==> config.mk <==
export PLATFORM = sky130hd
export DESIGN_NAME = wba_cordic_stage
export DESIGN_NICKNAME = d
export VERILOG_FILES = /design/src/rtl/waypoint_bearing_and_arrival_assert.svh /design/src/rtl/wba_pkg.sv /design/src/rtl/wba_cordic_stage.sv
export SDC_FILE = /design/constraint.sdc
export NUM_CORES = 1
export LEC_CHECK = 0
export ABC_CLOCK_PERIOD_IN_PS = 9400
export BUFFER_PORTS_ARGS = -buffer_cell sky130_fd_sc_hd__buf_2
export CAP_MARGIN = 0
export CORE_MARGIN = 4
export CORE_UTILIZATION = 40
export DETAILED_ROUTE_END_ITERATION = 8
export PLACE_DENSITY = 0.73
export SETUP_SLACK_MARGIN = 0.5
export SYNTH_ARGS = -nofsm -noshare
export SYNTH_HDL_FRONTEND = slang
export SYNTH_SLANG_ARGS = --single-unit
export TNS_END_PERCENT = 50
==> constraint.sdc <==
create_clock -name i_clk -period 9.4 [get_ports i_clk]
set_input_delay 0.47 -clock i_clk [delete_from_list [all_inputs] [get_ports i_clk]]
set_output_delay 0.47 -clock i_clk [all_outputs]
set_load 0.005 [all_outputs]
==> src/rtl/waypoint_bearing_and_arrival_assert.svh <==
// ----------------------------------------------------------------------------
// Waypoint bearing and arrival assertion macros
// Concurrent assertion wrappers that compile to nothing in synthesis.
// ----------------------------------------------------------------------------
`ifndef WAYPOINT_BEARING_AND_ARRIVAL_ASSERT_SVH
`define WAYPOINT_BEARING_AND_ARRIVAL_ASSERT_SVH
`ifndef SYNTHESIS
// Checks a property at every clock edge outside reset.
`define WBA_ASSERT(lbl, clk, rst_n, prop) \
    lbl: assert property (@(posedge clk) disable iff (!rst_n) (prop)) \
        else $error("waypoint bearing assertion failed");
// Checks that a condition leads to a consequence in the next cycle.
`define WBA_ASSERT_NEXT(lbl, clk, rst_n, ante, cons) \
    lbl: assert property (@(posedge clk) disable iff (!rst_n) (ante) |=> (cons)) \
        else $error("waypoint bearing assertion failed");
`else
`define WBA_ASSERT(lbl, clk, rst_n, prop)
`define WBA_ASSERT_NEXT(lbl, clk, rst_n, ante, cons)
`endif
`endif

==> src/rtl/wba_pkg.sv <==
// ----------------------------------------------------------------------------
// Waypoint bearing and arrival package
// Shared types, fixed-point constants and the CORDIC angle table.
// ----------------------------------------------------------------------------
package wba_pkg;

    localparam int COORD_W    = 16;
    localparam int HEAD_W     = 16;
    localparam int DIST_W     = 17;
    localparam int RADIUS_W   = 16;
    localparam int GUARD_BITS = 8;
    localparam int ANGLE_FRAC = 16;
    localparam int TABLE_LEN  = 24;
    localparam int ATAN_W     = 22;

    // Angle accumulator: degrees with 16 fractional bits, range about -100 to 280.
    localparam int ZW  = 27;
    // Heading after dropping 9 fractional bits.
    localparam int HQW = ZW - 9;

    localparam int HALF_TURN_DEG = 180;
    localparam logic signed [ZW-1:0]  HALF_TURN_Q16 = ZW'(HALF_TURN_DEG * (1 << ANGLE_FRAC));
    localparam logic signed [ZW-1:0]  HEAD_ROUND    = ZW'(1 << (ANGLE_FRAC - 8));
    localparam logic signed [HQW-1:0] FULL_TURN_Q7  = HQW'(2 * HALF_TURN_DEG * 128);
    localparam logic [15:0]           GAIN_Q16      = 16'd39797;
    localparam logic [DIST_W-1:0]     DIST_MAX      = {DIST_W{1'b1}};
    localparam int                    RADIUS_RESET  = 80;

    localparam logic REG_IDX_RADIUS = 1'b0;

    // atan(2^-i) in degrees, 16 fractional bits, rounded to nearest.
    localparam logic [ATAN_W-1:0] ATAN_DEG_Q16 [0:TABLE_LEN-1] = '{
        22'd2949120, 22'd1740967, 22'd919879, 22'd466945, 22'd234379, 22'd117304,
        22'd58666,   22'd29335,   22'd14668,  22'd7334,   22'd3667,   22'd1833,
        22'd917,     22'd458,     22'd229,    22'd115,    22'd57,     22'd29,
        22'd14,      22'd7,       22'd4,      22'd2,      22'd1,      22'd0
    };

    typedef enum logic [1:0] {
        ST_IDLE    = 2'd0,
        ST_NAV     = 2'd1,
        ST_ARRIVED = 2'd2
    } t_status;

    // Per-item flags that ride along the pipeline.
    typedef struct packed {
        logic idle;
        logic zero;
    } t_tag;

endpackage

==> src/rtl/wba_cordic_stage.sv <==
// ----------------------------------------------------------------------------
// Waypoint bearing CORDIC stage
// One registered vectoring micro-rotation with its angle from the table.
// ----------------------------------------------------------------------------
module wba_cordic_stage #(
    parameter int XW    = 27,
    parameter int SHIFT = 0
) (
    input  logic                        i_clk,
    input  logic                        i_rst_n,
    input  logic                        i_en,
    input  logic                        i_valid,
    input  logic signed [XW-1:0]        i_x,
    input  logic signed [XW-1:0]        i_y,
    input  logic signed [wba_pkg::ZW-1:0] i_z,
    input  wba_pkg::t_tag               i_tag,
    output logic                        o_valid,
    output logic signed [XW-1:0]        o_x,
    output logic signed [XW-1:0]        o_y,
    output logic signed [wba_pkg::ZW-1:0] o_z,
    output wba_pkg::t_tag               o_tag
);

    logic signed [XW-1:0]          s_xs;
    logic signed [XW-1:0]          s_ys;
    logic signed [wba_pkg::ZW-1:0] s_ang;
    logic                          s_up;

    logic                          r_valid;
    logic signed [XW-1:0]          r_x, n_x;
    logic signed [XW-1:0]          r_y, n_y;
    logic signed [wba_pkg::ZW-1:0] r_z, n_z;
    wba_pkg::t_tag                 r_tag;

    // Arithmetic shifts round toward minus infinity.
    assign s_xs  = i_x >>> SHIFT;
    assign s_ys  = i_y >>> SHIFT;
    assign s_ang = $signed({{(wba_pkg::ZW - wba_pkg::ATAN_W){1'b0}},
                            wba_pkg::ATAN_DEG_Q16[SHIFT]});
    assign s_up  = !i_y[XW-1] && (i_y != '0);

    always_comb begin
        if (s_up) begin
            n_x = i_x + s_ys;
            n_y = i_y - s_xs;
            n_z = i_z + s_ang;
        end else begin
            n_x = i_x - s_ys;
            n_y = i_y + s_xs;
            n_z = i_z - s_ang;
        end
    end

    always_ff @(posedge i_clk) begin
        if (!i_rst_n) begin
            r_valid <= 1'b0;
        end else if (i_en) begin
            r_valid <= i_valid;
        end
    end

    always_ff @(posedge i_clk) begin
        if (i_en) begin
            r_x   <= n_x;
            r_y   <= n_y;
            r_z   <= n_z;
            r_tag <= i_tag;
        end
    end

    assign o_valid = r_valid;
    assign o_x     = r_x;
    assign o_y     = r_y;
    assign o_z     = r_z;
    assign o_tag   = r_tag;

endmodule

==> metrics.cfg, run 1 <==
[status]
status = completed

[clock_network]
htreeDepth = 3
tritoncts = yes
cts_buffers = 9
clk_pin_slew_ns = 0.06
clock_sinks = 83
cts_resized = 0
post-cts-setup-buffers = 0
cts_buffer_depth = 2
worstSkewPairLatency_ns = 0.33
root_buffer = clkbuf_16
ctsHoldBuffers = 0

[global_routing]
use_met1 = 0.320
grt_pass1_vias = 6358
grt_overflow = 0
grt_pass1_wl_um = 35500
top_usage_layer = met1
grt_max_degree = 84
met3_usage = 0.0246
antenna_found_initial = 0
grt_util_all_layers = 0.206
met2_usage = 0.308

[yosys]
synth.net_count = 1021
synth_area_per_cell_sq_um = 8.96
synth-edff-count = 82
synth_area_sq_mm = 0.00755
async_flop_share = 0
synth_cell_type_count = 67
ys_seq_area_frac = 0.329
synth-seq-cells = 83
synth_flop_cell = edfxtp_1
syn_inst = 843
ys_warn_count = 0

[worst_setup_path]
path_delay_family = compound AO/OA/AOI/OAI gates
crit_path_start_kind = input port
crit_top_cell = a21oi_1
cp.required_ns = 9.48
path_cells = buf_2 -> nor4_1 -> nand4_1 -> o21bai_4 -> buf_4 -> inv_1 -> ha_1 -> a21o_1 -> a21oi_1 -> o21bai_1 -> a21oi_1 -> o21ai_0 -> a21o_1 -> a21oi_1 -> xnor2_1
cp.arrival_ns = 4.18
worstSetupEndpointType = flip-flop
path_buf_inv = 3
cp_slowest_cell = buf_4
crit_type = in2reg
critPathMaxStageDelay_ns = 0.60
crit_path_max_fanout = 65

[run]
cap_violations = 0

[sta]
fin_crit_ns = 4.10
max_clock_freq_mhz = 244
fin_skew_ns = 0
post-route-period-util = 0.436
finalHoldViolations = 0
relSlewSlack = 0.320
setup-violations-final = 0
drv_slew = 0
tightest_slew_ns = 1.02
tns_ns = 0
rsz0062_at_grt = false

[floorplanning]
die_y_um = 145
core_sq_mm = 0.0183
fp.dieW_um = 145
num_rows = 49
initial_core_util = 0.413
die_area_sq_mm = 0.0211
ios = 171

[power]
p_leak_nw = 4.01
power_density_mw_per_mm2 = 146
peakVddDrop_mv = 0.0681

[finish]
fin_area_sq_mm = 0.00886
final_common_cell = buf_2
final_cell_mix = 169 x buf_2, 87 x a21oi_1, 87 x ha_1
nets = 1168
drive_above_1_share = 0.203
synthToLayoutAreaGrowth_pct = 17.3
fill_cells = 1787
diodes = 0

[drt]
drt-pass1-iter-count = 6
drt_iter0_markers = 957
wl_um = 22400
drc = 0
vias = 6937
viasPerCell = 5.67
ant_nets = 0
wl_per_cell_um = 18.3

[place]
dpl.hpwl_um = 18000
gp_congestion = 0.971
io_buffer_count = 170
placed_area_sq_mm = 0.00856

[worst_hold_path]
min_path_type = in2reg

-- area by class of cell --
cell class,count,area (sq um),area share
multi-input cells,636,4590,0.518
flip-flops and latches,83,2480,0.280
repair buffers,173,876,0.0989
inverters,87,327,0.0369
well taps,229,287,0.0323
clock buffers,11,233,0.0263
clock inverters,5,62.6,0.00706
-- cell usage after synthesis, types with 6 or more instances --
master	count	area share
nor2b_1	13	0.011
nand2b_1	10	0.0083
xnor2_1	53	0.061
inv_1	84	0.042
o22ai_1	8	0.0066
clkbuf_1	19	0.0094
buf_1	10	0.0050
nand4_1	13	0.011
mux2i_1	12	0.016
nor3_1	11	0.0073
nand2_1	45	0.022
a211o_1	6	0.0070
o21ai_0	31	0.021
ha_1	87	0.14
a31oi_1	10	0.0083
nand3_1	15	0.0099
o21bai_1	21	0.021
a21o_1	33	0.033
o21a_1	8	0.0080
edfxtp_1	82	0.33
nor4_1	12	0.0099
o21ai_1	15	0.0099
a211oi_1	8	0.0080
nor2_1	62	0.031
a21oi_1	87	0.058
o211ai_1	13	0.013
-- flip-flops by register name, indices dropped and copies added (netlist names) --
signal,flops
o_x,26
o_tag,2
o_valid,1
o_y,27
o_z,27
-- power breakdown --
group / internal [W] / total, W / switching, W
registers: 0.000479 / 0.000492 / 0.0000130
clock network: 0.000207 / 0.000343 / 0.000136
logic: 0.000182 / 0.000458 / 0.000275
-- cell families (layout without fill, tap and decap cells) --
kind of cell	Yosys count	in the layout	synth area share
and+or+nand+nor	199	199	0.129
buffers and inverters	124	276	0.0648
xor gates and xnor gates	57	57	0.0661
adders and majority gates	91	91	0.155
AOI/OAI and AO/OA	277	277	0.241
DFF	83	83	0.329
muxes	12	12	0.0159
-- path summary, 6_finish.rpt --
path,cells after the start,endpoint,start,slack (ns)
min,1,o_z[0],i_z[0],0.31
max,15,o_z[26],i_y[1],5.30
min reg2reg,2,o_valid,o_valid,0.52
max reg2reg,2,o_valid,o_valid,8.81
-- metrics by stage --
stage / setup WS [ns] / utilization / hold WS (ns) / instances / total power (W)
floorplan: 5.74 / - / 0.507 / 843 / 0.000777
global placement: 4.99 / 0.469 / 0.493 / 1208 / 0.000946
detailed placement: 4.92 / 0.469 / 0.502 / 1208 / 0.000952
CTS: 5.26 / 0.485 / 0.291 / 1224 / 0.00130
global route: 5.04 / 0.485 / 0.285 / 1224 / 0.00137
finish: 5.30 / 0.485 / 0.314 / 1224 / 0.00129
-- layer usage --
layer  vias up  share of wire
met4         0         0.0081
li1       3334              -
met5         -              0
met3        18          0.093
met2       371           0.43
met1      3214           0.47
No activity file was read; power rests on OpenSTA's default activity.
==> run 2: changes to the inputs <==
--- a/config.mk
+++ b/config.mk
@@ -5,13 +5,13 @@
 export SDC_FILE = /design/constraint.sdc
 export NUM_CORES = 1
 export LEC_CHECK = 0
-export ABC_CLOCK_PERIOD_IN_PS = 9400
+export ABC_CLOCK_PERIOD_IN_PS = 3700
 export BUFFER_PORTS_ARGS = -buffer_cell sky130_fd_sc_hd__buf_2
 export CAP_MARGIN = 0
 export CORE_MARGIN = 4
 export CORE_UTILIZATION = 40
 export DETAILED_ROUTE_END_ITERATION = 8
-export PLACE_DENSITY = 0.73
+export PLACE_DENSITY = 0.75
 export SETUP_SLACK_MARGIN = 0.5
 export SYNTH_ARGS = -nofsm -noshare
 export SYNTH_HDL_FRONTEND = slang
==> constraint.sdc (replaced) <==
create_clock -name i_clk -period 3.7 [get_ports i_clk]
set_input_delay 0.185 -clock i_clk [delete_from_list [all_inputs] [get_ports i_clk]]
set_output_delay 0.185 -clock i_clk [all_outputs]
set_load 0.005 [all_outputs]
==> run 2 against run 1 <==
Power increased to 2.6 times the previous value; sequential cell count stayed put; via count rose by 0.23%; design area grew 0.66%; first-iteration DRC count increased by 2.4%; sequential share of layout area fell by 0.18 points; final cell count up 0.33%; die area unchanged.
==> metrics.cfg, run 2 (synthesis gave the netlist of run 1 again) <==
[status]
status = completed

[floorplanning]
num_rows = 49  ; unchanged
initial_core_util = 0.413  ; unchanged
core_sq_mm = 0.0183  ; unchanged
fp.dieW_um = 145  ; unchanged
die_area_sq_mm = 0.0211  ; unchanged
die_y_um = 145  ; unchanged
ios = 171  ; unchanged

[drt]
drc = 0  ; unchanged
wl_per_cell_um = 17.9  ; -2.3%
vias = 6953  ; +0.23%
viasPerCell = 5.66  ; about the same
ant_nets = 0  ; unchanged
drt-pass1-iter-count = 7  ; +1
wl_um = 22000  ; -2.0%
drt_iter0_markers = 980  ; +2.4%

[clock_network]
ctsHoldBuffers = 0  ; unchanged
htreeDepth = 3  ; unchanged
root_buffer = clkbuf_16
post-cts-setup-buffers = 0  ; unchanged
worstSkewPairLatency_ns = 0.33  ; about the same
cts_buffers = 9  ; unchanged
cts_resized = 0  ; unchanged
tritoncts = yes
clock_sinks = 83  ; unchanged
cts_buffer_depth = 2  ; unchanged
clk_pin_slew_ns = 0.06  ; about the same

[finish]
drive_above_1_share = 0.207  ; +0.00419
synthToLayoutAreaGrowth_pct = 18.1
fin_area_sq_mm = 0.00892  ; +0.66%
diodes = 0  ; unchanged
final_cell_mix = 169 x buf_2, 87 x a21oi_1, 87 x ha_1
nets = 1172  ; +0.34%
fill_cells = 1733  ; -3.0%
final_common_cell = buf_2

[worst_setup_path]
crit_top_cell = a21oi_1
worstSetupEndpointType = flip-flop
cp.required_ns = 3.78  ; -5.70 ns
cp_slowest_cell = nor4_1
path_buf_inv = 2  ; -1
crit_path_max_fanout = 7  ; -89%
crit_path_start_kind = input port
crit_type = in2reg
path_cells = buf_2 -> nor4_1 -> nand4_1 -> o21bai_4 -> buf_4 -> ha_1 -> a21o_1 -> a21oi_1 -> o21bai_1 -> a21oi_1 -> o21bai_1 -> a21oi_1 -> nor4bb_1 -> a311o_1
cp.arrival_ns = 3.16  ; -1.02 ns
path_delay_family = compound AO/OA/AOI/OAI gates
critPathMaxStageDelay_ns = 0.45  ; -0.15 ns

[sta]
relSlewSlack = 0.323  ; +0.00277
fin_crit_ns = 3.08
fin_skew_ns = 0  ; unchanged
post-route-period-util = 0.832
setup-violations-final = 0  ; unchanged
tns_ns = 0  ; unchanged
drv_slew = 0  ; unchanged
rsz0062_at_grt = false
max_clock_freq_mhz = 325
hold_ws_ns = 0.0253  ; -0.289 ns
tightest_slew_ns = 1.02  ; -0.00415 ns
finalHoldViolations = 0  ; unchanged

[place]
dpl.hpwl_um = 17600  ; -2.1%
placed_area_sq_mm = 0.00859  ; +0.35%
io_buffer_count = 170  ; unchanged
gp_congestion = 0.966  ; -0.53%

[global_routing]
antenna_found_initial = 0  ; unchanged
grt_overflow = 0  ; unchanged
met3_usage = 0.0411  ; +0.0165
grt_util_all_layers = 0.196  ; -0.00928
grt_pass1_wl_um = 34200  ; -3.6%
use_met1 = 0.290  ; -0.0302
top_usage_layer = met2
met2_usage = 0.299  ; -0.00888
grt_max_degree = 84  ; unchanged
grt_pass1_vias = 6383  ; +0.39%

[run]
cap_violations = 0  ; unchanged

[worst_hold_path]
min_path_type = in2reg

[power]
peakVddDrop_mv = 0.230  ; +240%
p_leak_nw = 4.04  ; +0.86%
power_density_mw_per_mm2 = 377  ; +160%

[run 2: cell types whose count changed in the layout (fill, tap and decap cells not counted), sizes merged]
cell and delta:
buf +4, clkinv -1, bufinv +1, clkinvlp -1, inv +1
[run 2: routing by layer]
metal,up-vias,share of wire
met5,-,0
met4,0,0.011
met3,26,0.095
met2,377,0.43
met1,3220,0.47
li1,3330,-
[run 2: cell type report]
class | count | area, sq um | area share
clock buffers | 11 | 233 | 0.0261
repair buffers | 177 | 906 | 0.102
clock inverters | 5 | 85.1 | 0.00954
multi-input cells | 636 | 4600 | 0.516
well taps | 229 | 287 | 0.0321
inverters | 87 | 327 | 0.0366
flip-flops and latches | 83 | 2480 | 0.278
[run 2: path summary, 6_finish.rpt]
| kind | start | end | slack (ns) | depth (start not counted) |
|---|---|---|---|---|
| max | i_y[1] | o_z[25] | 0.62 | 14 |
| min | i_z[3] | o_z[3] | 0.03 | 1 |
| max reg2reg | o_valid | o_valid | 3.10 | 2 |
| min reg2reg | o_valid | o_valid | 0.52 | 2 |
[run 2: worst register-to-register path, cell delays in order (launching register included)]
cell and delay [ns]:
dfxtp_1 0.31, mux2i_1 0.13, nor2b_1 0.06
[run 2: where the power goes]
group          internal [W]  leakage, nW  total, W  switching [W]
Sequential          0.00122        0.811   0.00125      0.0000355
Combinational      0.000469         3.08   0.00116       0.000691
Clock              0.000596        0.151  0.000952       0.000355
[run 2: through the flow]
step / cells / power, W / utilization / setup slack, ns
final: 1228 / 0.00336 / 0.488 / 0.623
after global routing: 1228 / 0.00353 / 0.488 / 0.504
after CTS: 1228 / 0.00337 / 0.488 / 0.568
after detailed placement: 1212 / 0.00241 / 0.470 / 0.217
after global placement: 1212 / 0.00240 / 0.470 / 0.322
after floorplan: 843 / 0.00197 / - / 0.535
